==> config.mk <==
export PLATFORM = sky130hd
export DESIGN_NAME = sensor_smoothing_report_gate_core_flat
export DESIGN_NICKNAME = d
export VERILOG_FILES = /design/src/rtl/core/ssrg_pkg.sv /design/src/rtl/core/ssrg_stream_if.sv /design/src/rtl/core/sensor_smoothing_report_gate_core.sv /design/src/rtl/core/ssrg_ram.sv /design/src/rtl/core/ssrg_regs.sv /design/src/rtl/core/ssrg_update.sv /design/src/rtl/core/ssrg_outq.sv /design/src/flat_wrapper.sv
export SDC_FILE = /design/constraint.sdc
export NUM_CORES = 2
export LEC_CHECK = 0
export CORE_MARGIN = 3
export CORE_UTILIZATION = 65
export DETAILED_ROUTE_END_ITERATION = 8
export DONT_BUFFER_PORTS = 1
export PLACE_DENSITY = 0.81
export SLEW_MARGIN = 0
export SYNTH_ARGS = -nofsm -noshare
export SYNTH_HDL_FRONTEND = slang
export SYNTH_SLANG_ARGS = --single-unit
==> constraint.sdc <==
create_clock -name clk -period 12.7 [get_ports clk]
set_input_delay 1.905 -clock clk [delete_from_list [all_inputs] [get_ports clk]]
set_output_delay 1.905 -clock clk [all_outputs]
set_load 0.1 [all_outputs]
==> src/rtl/core/ssrg_pkg.sv <==
// Shared types and constants for the sensor smoothing and report gate.
package ssrg_pkg;

  // Fixed field widths
  localparam int RAW_W    = 16;
  localparam int TOTAL_W  = 16;
  localparam int CYCLE_W  = 8;
  localparam int SENSOR_W = 4;
  localparam int TENTHS_W = 12;
  localparam int APB_AW   = 4;
  localparam int APB_DW   = 32;

  // Item function codes
  localparam logic FUNC_SAMPLE  = 1'b0;
  localparam logic FUNC_PUBLISH = 1'b1;

  // Register indexes (paddr[3:2])
  localparam logic [1:0] REG_SENSOR_COUNT    = 2'd0;
  localparam logic [1:0] REG_MAX_INTERVAL    = 2'd1;
  localparam logic [1:0] REG_MIN_INTERVAL    = 2'd2;
  localparam logic [1:0] REG_DISCONNECT_CODE = 2'd3;

  // Tenths conversion: floor((total*10 + 64) / 128), saturated
  localparam int TENTHS_MULT  = 10;
  localparam int TENTHS_BIAS  = 64;
  localparam int TENTHS_SHIFT = 7;
  localparam logic signed [TENTHS_W-1:0] TENTHS_MAX = 12'sd2047;
  localparam logic signed [TENTHS_W-1:0] TENTHS_MIN = -12'sd2048;

  // Result queue
  localparam int OUTQ_DEPTH = 3;
  localparam int OUTQ_CNT_W = $clog2(OUTQ_DEPTH + 1);
  localparam int OUTQ_PTR_W = $clog2(OUTQ_DEPTH);

  typedef struct packed {
    logic                       func;
    logic [SENSOR_W-1:0]        sensor;
    logic signed [RAW_W-1:0]    raw_temp;
    logic [CYCLE_W-1:0]         now_cycle;
  } req_t;

  typedef struct packed {
    logic [SENSOR_W-1:0]        sensor_id;
    logic signed [TENTHS_W-1:0] tenths_c;
    logic                       is_offline;
  } rsp_t;

  typedef struct packed {
    logic [4:0]                 sensor_count;
    logic [6:0]                 max_interval;
    logic [7:0]                 min_interval;
    logic signed [RAW_W-1:0]    disconnect_code;
  } cfg_t;

  localparam cfg_t CFG_RST = '{
    sensor_count:    5'd16,
    max_interval:    7'd60,
    min_interval:    8'd29,
    disconnect_code: -16'sd7040
  };

  // Item as it sits in the update stage
  typedef struct packed {
    logic                       func;
    logic [SENSOR_W-1:0]        sensor;
    logic [CYCLE_W-1:0]         now_cycle;
    logic                       is_disc;
  } item_t;

  // Per-sensor bookkeeping word
  typedef struct packed {
    logic signed [TOTAL_W-1:0]  total;
    logic signed [TOTAL_W-1:0]  last_total;
    logic [CYCLE_W-1:0]         report_cycle;
    logic                       offline;
  } state_t;

  localparam state_t STATE_RST = '{
    total:        -16'sd7040,
    last_total:   16'sd0,
    report_cycle: 8'd0,
    offline:      1'b1
  };

endpackage

==> src/rtl/core/ssrg_stream_if.sv <==
// Valid/ready stream channel carrying one word per handshake.
interface ssrg_stream_if #(
  parameter type word_t = logic
);
  logic  valid;
  logic  ready;
  word_t payload;

  modport source (output valid, output payload, input ready);
  modport sink (input valid, input payload, output ready);
endinterface

==> src/rtl/core/sensor_smoothing_report_gate_core.sv <==
// Top level of the per-sensor smoothing and report gate.
//
//   port     role     word
//   req      sink     func, sensor, raw_temp, now_cycle
//   rsp      source   sensor_id, tenths_c, is_offline
//   apb      slave    4 registers at byte address 4*i
//
// One item per cycle while req.ready is high. Acceptance scales the reading
// and reads the sensor's bookkeeping RAM and ring RAM; next cycle updates and
// writes back, with a forwarding register for back-to-back items on one sensor.
// A report goes through the result queue before it is taken. req.ready drops
// only when the three-entry result queue plus the item in flight would fill it.
// After reset, per-sensor valid bits make state read as its reset values.
module sensor_smoothing_report_gate_core
  import ssrg_pkg::*;
#(
  parameter int SENSORS = 16,
  parameter int SAMPLES = 4
) (
  input  logic              clk,
  input  logic              rst,
  ssrg_stream_if.sink       req,
  ssrg_stream_if.source     rsp,
  input  logic              psel,
  input  logic              penable,
  input  logic              pwrite,
  input  logic [APB_AW-1:0] paddr,
  input  logic [APB_DW-1:0] pwdata,
  output logic [APB_DW-1:0] prdata,
  output logic              pready
);

  localparam int SA_W        = (SENSORS > 1) ? $clog2(SENSORS) : 1;
  localparam int SMP_W       = 17 - $clog2(SAMPLES + 1);
  localparam int SLOT_W      = $clog2(SAMPLES);
  localparam int ROW_W       = SLOT_W + SAMPLES * SMP_W;
  localparam int ST_W        = $bits(state_t);
  localparam int MAG_W       = RAW_W + 1;
  localparam int RECIP_SHIFT = MAG_W + $clog2(SAMPLES);
  localparam int RECIP       = (2**RECIP_SHIFT + SAMPLES - 1) / SAMPLES;
  localparam int RECIP_W     = MAG_W + 2;
  localparam int PROD_W      = MAG_W + RECIP_W;
  localparam int POS_LIM     = 32767 / SAMPLES;
  localparam int NEG_LIM     = 32768 / SAMPLES;

  cfg_t                    cfg;
  logic                    accept;

  // accept-stage scaling
  logic signed [MAG_W-1:0] raw_ext;
  logic                    raw_neg;
  logic [MAG_W-1:0]        raw_mag;
  logic [MAG_W-1:0]        num;
  logic [PROD_W-1:0]       prod;
  logic [MAG_W-1:0]        qmag;
  logic [MAG_W-1:0]        qlim;
  logic [MAG_W-1:0]        qmag_c;
  logic signed [SMP_W-1:0] q_in;

  // update stage
  logic                    s1_valid;
  item_t                   s1_item;
  logic [SA_W-1:0]         s1_addr;
  logic                    s1_in_range;
  logic signed [SMP_W-1:0] s1_q;

  logic [ST_W-1:0]         st_rdata;
  logic [ROW_W-1:0]        ring_rdata;
  logic [SENSORS-1:0]      valid_bits;
  logic                    fwd_valid;
  logic [SA_W-1:0]         fwd_addr;
  state_t                  fwd_state;
  logic [ROW_W-1:0]        fwd_ring;
  logic                    hit;
  state_t                  state_cur;
  logic [ROW_W-1:0]        ring_cur;
  state_t                  state_next;
  logic [ROW_W-1:0]        ring_next;
  logic                    emit;
  rsp_t                    word;
  logic                    we;
  logic [OUTQ_CNT_W-1:0]   q_count;

  ssrg_regs u_regs (
    .clk     (clk),
    .rst     (rst),
    .psel    (psel),
    .penable (penable),
    .pwrite  (pwrite),
    .paddr   (paddr),
    .pwdata  (pwdata),
    .prdata  (prdata),
    .pready  (pready),
    .cfg     (cfg)
  );

  // Room for the item in flight and the new one in the result queue
  assign req.ready = ((OUTQ_CNT_W+1)'(q_count) + (OUTQ_CNT_W+1)'(s1_valid)) <
                     (OUTQ_CNT_W+1)'(OUTQ_DEPTH);
  assign accept = req.valid & req.ready;

  // Divide by SAMPLES, round half away from zero, clamp
  assign raw_ext = MAG_W'(req.payload.raw_temp);
  assign raw_neg = req.payload.raw_temp[RAW_W-1];
  assign raw_mag = raw_neg ? MAG_W'(-raw_ext) : MAG_W'(raw_ext);
  assign num     = raw_mag + MAG_W'(SAMPLES / 2);
  assign prod    = PROD_W'(num) * PROD_W'(RECIP);
  assign qmag    = prod[RECIP_SHIFT +: MAG_W];
  assign qlim    = raw_neg ? MAG_W'(NEG_LIM) : MAG_W'(POS_LIM);
  assign qmag_c  = (qmag > qlim) ? qlim : qmag;
  assign q_in    = raw_neg ? SMP_W'(-qmag_c) : SMP_W'(qmag_c);

  // Stage register, control
  always_ff @(posedge clk) begin
    if (rst) begin
      s1_valid <= 1'b0;
    end else begin
      s1_valid <= accept;
    end
  end

  // Stage register, payload
  always_ff @(posedge clk) begin
    if (accept) begin
      s1_item.func      <= req.payload.func;
      s1_item.sensor    <= req.payload.sensor;
      s1_item.now_cycle <= req.payload.now_cycle;
      s1_item.is_disc   <= (req.payload.raw_temp == cfg.disconnect_code);
      s1_addr           <= SA_W'(req.payload.sensor);
      s1_in_range       <= (5'(req.payload.sensor) < cfg.sensor_count) &&
                           (32'(req.payload.sensor) < SENSORS);
      s1_q              <= q_in;
    end
  end

  ssrg_ram #(
    .WIDTH (ST_W),
    .DEPTH (SENSORS)
  ) u_state_ram (
    .clk   (clk),
    .we    (we),
    .waddr (s1_addr),
    .wdata (state_next),
    .raddr (SA_W'(req.payload.sensor)),
    .rdata (st_rdata)
  );

  ssrg_ram #(
    .WIDTH (ROW_W),
    .DEPTH (SENSORS)
  ) u_ring_ram (
    .clk   (clk),
    .we    (we),
    .waddr (s1_addr),
    .wdata (ring_next),
    .raddr (SA_W'(req.payload.sensor)),
    .rdata (ring_rdata)
  );

  // Forward last cycle's write; unwritten sensors read reset state
  assign hit = fwd_valid && (fwd_addr == s1_addr);

  always_comb begin
    if (hit) begin
      state_cur = fwd_state;
      ring_cur  = fwd_ring;
    end else begin
      state_cur = valid_bits[s1_addr] ? state_t'(st_rdata) : STATE_RST;
      ring_cur  = ring_rdata;
    end
  end

  ssrg_update #(
    .SAMPLES (SAMPLES)
  ) u_update (
    .cfg        (cfg),
    .item       (s1_item),
    .q          (s1_q),
    .state_cur  (state_cur),
    .ring_cur   (ring_cur),
    .state_next (state_next),
    .ring_next  (ring_next),
    .emit       (emit),
    .word       (word)
  );

  assign we = s1_valid && s1_in_range;

  // Written-once marks and forwarding control
  always_ff @(posedge clk) begin
    if (rst) begin
      valid_bits <= '0;
      fwd_valid  <= 1'b0;
    end else begin
      fwd_valid <= we;
      if (we) begin
        valid_bits[s1_addr] <= 1'b1;
      end
    end
  end

  always_ff @(posedge clk) begin
    fwd_addr  <= s1_addr;
    fwd_state <= state_next;
    fwd_ring  <= ring_next;
  end

  ssrg_outq u_outq (
    .clk       (clk),
    .rst       (rst),
    .push      (we && emit),
    .push_word (word),
    .count     (q_count),
    .rsp       (rsp)
  );

endmodule

==> src/rtl/core/ssrg_ram.sv <==
// Generic single-write, single-read RAM with registered read data.
module ssrg_ram #(
  parameter int WIDTH = 8,
  parameter int DEPTH = 16
) (
  input  logic                                    clk,
  input  logic                                    we,
  input  logic [(DEPTH > 1 ? $clog2(DEPTH) : 1)-1:0] waddr,
  input  logic [WIDTH-1:0]                        wdata,
  input  logic [(DEPTH > 1 ? $clog2(DEPTH) : 1)-1:0] raddr,
  output logic [WIDTH-1:0]                        rdata
);

  logic [WIDTH-1:0] mem [DEPTH];

  // Read returns the old word on a same-address write
  always_ff @(posedge clk) begin
    if (we) begin
      mem[waddr] <= wdata;
    end
    rdata <= mem[raddr];
  end

endmodule

==> src/rtl/core/ssrg_regs.sv <==
// APB configuration registers.
module ssrg_regs
  import ssrg_pkg::*;
(
  input  logic              clk,
  input  logic              rst,
  input  logic              psel,
  input  logic              penable,
  input  logic              pwrite,
  input  logic [APB_AW-1:0] paddr,
  input  logic [APB_DW-1:0] pwdata,
  output logic [APB_DW-1:0] prdata,
  output logic              pready,
  output cfg_t              cfg
);

  logic [1:0] reg_sel;
  logic       wr;

  assign reg_sel = paddr[APB_AW-1:2];
  assign wr      = psel & penable & pwrite;
  assign pready  = 1'b1;

  // Register writes, upper data bits dropped
  always_ff @(posedge clk) begin
    if (rst) begin
      cfg <= CFG_RST;
    end else if (wr) begin
      unique case (reg_sel)
        REG_SENSOR_COUNT:    cfg.sensor_count    <= pwdata[4:0];
        REG_MAX_INTERVAL:    cfg.max_interval    <= pwdata[6:0];
        REG_MIN_INTERVAL:    cfg.min_interval    <= pwdata[7:0];
        REG_DISCONNECT_CODE: cfg.disconnect_code <= pwdata[RAW_W-1:0];
      endcase
    end
  end

  // Read mux
  always_comb begin
    unique case (reg_sel)
      REG_SENSOR_COUNT:    prdata = APB_DW'(cfg.sensor_count);
      REG_MAX_INTERVAL:    prdata = APB_DW'(cfg.max_interval);
      REG_MIN_INTERVAL:    prdata = APB_DW'(cfg.min_interval);
      REG_DISCONNECT_CODE: prdata = APB_DW'(cfg.disconnect_code);
    endcase
  end

endmodule

==> src/rtl/core/ssrg_update.sv <==
// Read-modify-write datapath: ring and total update, report decision.
module ssrg_update
  import ssrg_pkg::*;
#(
  parameter int SAMPLES = 4
) (
  input  cfg_t                                   cfg,
  input  item_t                                  item,
  input  logic signed [17-$clog2(SAMPLES+1)-1:0] q,
  input  state_t                                 state_cur,
  input  logic [$clog2(SAMPLES)+SAMPLES*(17-$clog2(SAMPLES+1))-1:0] ring_cur,
  output state_t                                 state_next,
  output logic [$clog2(SAMPLES)+SAMPLES*(17-$clog2(SAMPLES+1))-1:0] ring_next,
  output logic                                   emit,
  output rsp_t                                   word
);

  localparam int SMP_W  = 17 - $clog2(SAMPLES + 1);
  localparam int SLOT_W = $clog2(SAMPLES);
  localparam int V_W    = TOTAL_W + 5;
  localparam int T_W    = V_W - TENTHS_SHIFT;

  logic [SLOT_W-1:0]           slot;
  logic [SLOT_W-1:0]           slot_inc;
  logic signed [SMP_W-1:0]     old_smp;
  logic signed [TOTAL_W-1:0]   total_upd;
  logic signed [TOTAL_W-1:0]   fill_total;
  logic [SAMPLES*SMP_W-1:0]    fill_row;
  logic [CYCLE_W-1:0]          elapsed;
  logic                        report;
  logic signed [V_W-1:0]       v;
  logic signed [T_W-1:0]       t;

  // Ring row: oldest slot in the low bits, samples above
  assign slot     = ring_cur[SLOT_W-1:0];
  assign old_smp  = ring_cur[SLOT_W + slot*SMP_W +: SMP_W];
  assign slot_inc = (slot == SLOT_W'(SAMPLES - 1)) ? '0 : slot + 1'b1;
  assign total_upd = state_cur.total - TOTAL_W'(old_smp) + TOTAL_W'(q);
  assign fill_total = TOTAL_W'(TOTAL_W'(q) * TOTAL_W'(SAMPLES));
  assign fill_row   = {SAMPLES{q}};

  // Report gate on the wrapping cycle count
  assign elapsed = item.now_cycle - state_cur.report_cycle;
  assign report  = (elapsed >= CYCLE_W'(cfg.max_interval)) ||
                   ((elapsed >= cfg.min_interval) &&
                    (state_cur.total != state_cur.last_total));

  // Tenths of a degree, floor division by 128
  assign v = V_W'(state_cur.total) * V_W'(TENTHS_MULT) + V_W'(TENTHS_BIAS);
  assign t = T_W'(v >>> TENTHS_SHIFT);

  always_comb begin
    word.sensor_id  = item.sensor;
    word.is_offline = state_cur.offline;
    if (t > T_W'(TENTHS_MAX)) begin
      word.tenths_c = TENTHS_MAX;
    end else if (t < T_W'(TENTHS_MIN)) begin
      word.tenths_c = TENTHS_MIN;
    end else begin
      word.tenths_c = TENTHS_W'(t);
    end
  end

  // Next state per item kind
  always_comb begin
    state_next = state_cur;
    ring_next  = ring_cur;
    emit       = 1'b0;
    if (item.func == FUNC_SAMPLE) begin
      if (item.is_disc) begin
        if (!state_cur.offline) begin
          state_next.offline       = 1'b1;
          state_next.total         = cfg.disconnect_code;
          ring_next[SLOT_W-1:0]    = '0;
        end
      end else if (state_cur.offline) begin
        // first good reading fills the whole ring
        ring_next          = {fill_row, SLOT_W'(0)};
        state_next.total   = fill_total;
        state_next.offline = 1'b0;
      end else begin
        ring_next[SLOT_W + slot*SMP_W +: SMP_W] = q;
        ring_next[SLOT_W-1:0]                  = slot_inc;
        state_next.total                       = total_upd;
      end
    end else if (report) begin
      state_next.last_total   = state_cur.total;
      state_next.report_cycle = item.now_cycle;
      emit                    = 1'b1;
    end
  end

endmodule

==> src/rtl/core/ssrg_outq.sv <==
// Small result queue in front of the output channel.
module ssrg_outq
  import ssrg_pkg::*;
(
  input  logic                  clk,
  input  logic                  rst,
  input  logic                  push,
  input  rsp_t                  push_word,
  output logic [OUTQ_CNT_W-1:0] count,
  ssrg_stream_if.source         rsp
);

  rsp_t                  entry [OUTQ_DEPTH];
  logic [OUTQ_PTR_W-1:0] head;
  logic [OUTQ_PTR_W-1:0] tail;
  logic [OUTQ_PTR_W:0]   tail_sum;
  logic                  pop;

  assign pop         = rsp.valid & rsp.ready;
  assign rsp.valid   = (count != '0);
  assign rsp.payload = entry[head];

  // tail = head + count, wrapped
  assign tail_sum = (OUTQ_PTR_W+1)'(head) + (OUTQ_PTR_W+1)'(count);
  assign tail = (tail_sum >= (OUTQ_PTR_W+1)'(OUTQ_DEPTH)) ?
                OUTQ_PTR_W'(tail_sum - (OUTQ_PTR_W+1)'(OUTQ_DEPTH)) :
                OUTQ_PTR_W'(tail_sum);

  always_ff @(posedge clk) begin
    if (push) begin
      entry[tail] <= push_word;
    end
  end

  // Pointer and fill level
  always_ff @(posedge clk) begin
    if (rst) begin
      head  <= '0;
      count <= '0;
    end else begin
      if (pop) begin
        head <= (head == OUTQ_PTR_W'(OUTQ_DEPTH - 1)) ? '0 : head + 1'b1;
      end
      count <= count + OUTQ_CNT_W'(push) - OUTQ_CNT_W'(pop);
    end
  end

endmodule

==> src/flat_wrapper.sv <==
// flat-port wrapper written by rule: the top's interface ports become plain ports
module sensor_smoothing_report_gate_core_flat import ssrg_pkg::*;
#(
  parameter int SENSORS = 16,
  parameter int SAMPLES = 4
)
  (clk, rst, psel, penable, pwrite, paddr, pwdata, prdata, pready, req_valid, req_payload, req_ready, rsp_valid, rsp_payload, rsp_ready);
  ssrg_stream_if #(.word_t(req_t)) req_i ();
  ssrg_stream_if #(.word_t(rsp_t)) rsp_i ();
  input  logic clk;
  input  logic rst;
  input  logic psel;
  input  logic penable;
  input  logic pwrite;
  input  logic [APB_AW-1:0] paddr;
  input  logic [APB_DW-1:0] pwdata;
  output logic [APB_DW-1:0] prdata;
  output logic pready;
  input wire logic [$bits(req_i.valid)-1:0] req_valid;
  input wire logic [$bits(req_i.payload)-1:0] req_payload;
  output wire logic [$bits(req_i.ready)-1:0] req_ready;
  output wire logic [$bits(rsp_i.valid)-1:0] rsp_valid;
  output wire logic [$bits(rsp_i.payload)-1:0] rsp_payload;
  input wire logic [$bits(rsp_i.ready)-1:0] rsp_ready;
  assign req_i.valid = req_valid;
  assign req_i.payload = req_payload;
  assign req_ready = req_i.ready;
  assign rsp_valid = rsp_i.valid;
  assign rsp_payload = rsp_i.payload;
  assign rsp_i.ready = rsp_ready;
  sensor_smoothing_report_gate_core #(.SENSORS(SENSORS), .SAMPLES(SAMPLES)) u_core (.clk(clk), .rst(rst), .req(req_i), .rsp(rsp_i), .psel(psel), .penable(penable), .pwrite(pwrite), .paddr(paddr), .pwdata(pwdata), .prdata(prdata), .pready(pready));
endmodule
==> metrics.txt <==
fin util 0.7296; Routed WL per cell 33.28 um; register-to-register setup slack 4690 ps; EDFF count, synth 1,664; 1st-iter DRT viols 6,952; clk slew on worst S/H paths 70 ps; Avg Cell Area, Syn 18.38 um2; routed vias 42,878; CTS tree built; worst skew pair latency 820 ps; Remaining Overflow, GRT 0; Chip Height 352.6 um; CTS sink count 1,926; RSZ-0062 raised after global routing false; Max-Cap Viols 2; Critical Path AT 8440 ps; Pleak 28.88 nW; worst slack at placement 4954 ps; # setup viols final 0; antenna-violating nets left 0; TNS Setup 0 ps; status finished, violations left; Cell Pwr Density 170.1 nW/um2; CP Max Fanout 46; f_max 124.9 MHz; Synthesized Nets 4,426; asr flop ratio synth 0; final slew viol count 113; final cycle utilization of the critical path 0.6304; post-route cell area 86,500 um2; clock buffer depth 3; count of distinct cell types in the synthesized netlist 79; # rows 126; vias in the first global route 43,387; DRC Markers 0; postcts setup bufs 0; FF-to-FF Start u_core.s1_item[9]$_DFFE_PP_; Mapped Cells 4,248; worst hold path startpoint u_core.valid_bits[7]$_SDFFE_PP0P_; slew margin rel. -0.1239; Routed Wire Length 202.0 mm; Hold Crit Endpoint u_core.valid_bits[7]$_SDFFE_PP0P_; Post-DP HPWL 100.3 mm; Final Critical Period 8006 ps; post-route setup slack 4694 ps; CTS H-tree lvls 4; total power 14.71 mW; predominant post-synthesis flop cell edfxtp_1; Post-CTS Resized 0; GRT Util Overall 0.3287; Least-Margin Pin Slew 1686 ps; Hold Path Class reg -> reg; most frequent cells in the layout edfxtp_1 (1,664), mux4_2 (506), dfxtp_1 (262); Worst VDD drop 0.0001483 V; vias per std cell 7.066; gpl congestion 0.9682; layout cells sized above 1 0.2216; register area share after synthesis 0.7072; # diodes 0; violated checks max-capacitance violations, max-slew violations; placed cell areas 80,220 um2; #FFs+latches synth 1,926; Area growth syn-to-layout 10.79%; crit path kind reg -> reg; Initial Utilization 0.6585; commonest non-fill, non-tap cell in the layout edfxtp_1; synth warn 0; io pins 124; CTS Buf Count 183; final setup skew 35.74 ps; Port Buffer Count 0; CP Capture Type register; drt pass-1 iters 6; nets 4,485; slowest cell delay on critical path 990 ps; cell count of the worst hold path 2; die area 124,300 um2; largest net degree at the start of global routing 399; Fillers 6,556; clk root buf clkbuf_16; final hold vios 0; startpoint type of the worst setup path register; hold_buf cts 0; die width 352.6 um; Data required, critical path 13,140 ps; first-pass GRT wire length 296.2 mm; Worst R2R Path Depth 26; Crit path top cell by count a21oi_1; worst r2r dst u_core.u_state_ram.mem[0][38]$_DFFE_PP_; Core Region 118,600 um2; initial antenna violation count 1; Max stage delay cell, worst path a21oi_1; Synth Cell Area 78,070 um2
==> worst max-delay path: cells and delay by family, from the launching register on <==
kind	cells	cell delay [ps]
AOI/OAI and AO/OA	12	3230
xor gates and xnor gates	3	480
adders and majority gates	2	610
buffers and inverters	4	1230
DFF	1	740
muxes	1	260
and+or+nand+nor	4	990
==> Yosys cell counts, types with 35 or more instances <==
library cell	number	area [um2]
xnor2_1	83	727.0
and3_1	39	244.0
nor2_1	178	668.1
o221ai_1	35	306.5
xor2_1	49	429.2
inv_1	84	315.3
mux2i_1	129	1291
o21ai_0	76	380.4
buf_1	42	157.7
nand2_1	225	844.6
a21oi_1	128	640.6
clkbuf_1	164	615.6
dfxtp_1	262	5245
edfxtp_1	1664	49970
mux4_2	506	11400
ha_1	102	1276
==> per-stage QoR <==
stage               instances  hold slack (ps)
CTS                      6062            472.9
global placement         5716            444.4
floorplan                4248            394.6
detailed placement       5716            457.8
finish                   6068            475.9
global route             6068            511.4
==> logic make-up (layout without fill, tap and decap cells) <==
kind of cell             count (synthesis)  in the layout  share of synthesized area
buffers and inverters                  326            546                    0.01691
multiplexers                           649            649                     0.1646
other                                    1              1                 0.00004803
AO/OA/AOI/OAI                          493            493                    0.04281
adder cells (fa/ha/maj)                109            109                    0.01776
XOR/XNOR                               132            132                    0.01481
flip-flops                            1926           1926                     0.7072
AND/OR/NAND/NOR                        612            612                    0.03591
==> power by group <==
part | internal (mW) | switching (mW) | leakage (nW) | total [mW]
Clock | 3.23 | 2.38 | 3.03 | 5.62
Combinational | 0.583 | 1.10 | 8.69 | 1.68
Sequential | 7.28 | 0.135 | 17.2 | 7.41
Total | 11.1 | 3.62 | 28.9 | 14.7
==> sequential cells by signal, summed over array words and instances (netlist names), 4 cells and up, named ones only <==
register and count:
u_core.u_ring_ram.mem 928, u_core.u_state_ram.mem 656, u_core.fwd_ring 58, u_core.u_ring_ram.rdata 58, u_core.u_outq.entry 51, u_core.fwd_state 41
u_core.u_state_ram.rdata 41, u_core.u_regs.cfg 36, u_core.valid_bits 16, u_core.s1_item 14, u_core.s1_q 14, u_core.fwd_addr 4
==> metal layers <==
layer  up-vias  global-route usage  share of wire
met3       566             0.08269           0.12
li1      17229                   -              -
met2      3222              0.5082           0.48
met4         2              0.1315          0.040
met1     21859              0.4587           0.36
met5         -                   0       0.000079
==> layout make-up <==
class | instances | area (um2) | share of cell area
Sequential cell | 1926 | 55210 | 0.6383
Multi-Input combinational cell | 1996 | 21830 | 0.2523
Clock buffer | 260 | 5152 | 0.05957
Tap cell | 1600 | 2002 | 0.02314
Clock inverter | 86 | 1039 | 0.01201
Timing Repair Buffer | 112 | 935.9 | 0.01082
Inverter | 88 | 330.3 | 0.003819
==> how the worst max path moves through the flow <==
| stage | startpoint | to | slack [ps] | depth (start not counted) |
|---|---|---|---|---|
| 2_1_floorplan | u_core.s1_item[9]$_DFFE_PP_ | u_core.u_ring_ram.mem[0][0]$_DFFE_PP_ | 4240 | 3 |
| 3_3_place_gp | u_core.s1_item[9]$_DFFE_PP_ | u_core.u_state_ram.mem[14][38]$_DFFE_PP_ | 5200 | 26 |
| 3_5_place_dp | u_core.s1_item[9]$_DFFE_PP_ | u_core.u_state_ram.mem[7][38]$_DFFE_PP_ | 4950 | 26 |
| 4_1_cts | u_core.s1_item[9]$_DFFE_PP_ | u_core.u_state_ram.mem[14][38]$_DFFE_PP_ | 4870 | 26 |
| 5_1_grt | u_core.s1_item[9]$_DFFE_PP_ | u_core.u_state_ram.mem[12][38]$_DFFE_PP_ | 4360 | 26 |
| 6_report | u_core.s1_item[9]$_DFFE_PP_ | u_core.u_state_ram.mem[0][38]$_DFFE_PP_ | 4690 | 26 |
Power figures use the tool's default switching activity.
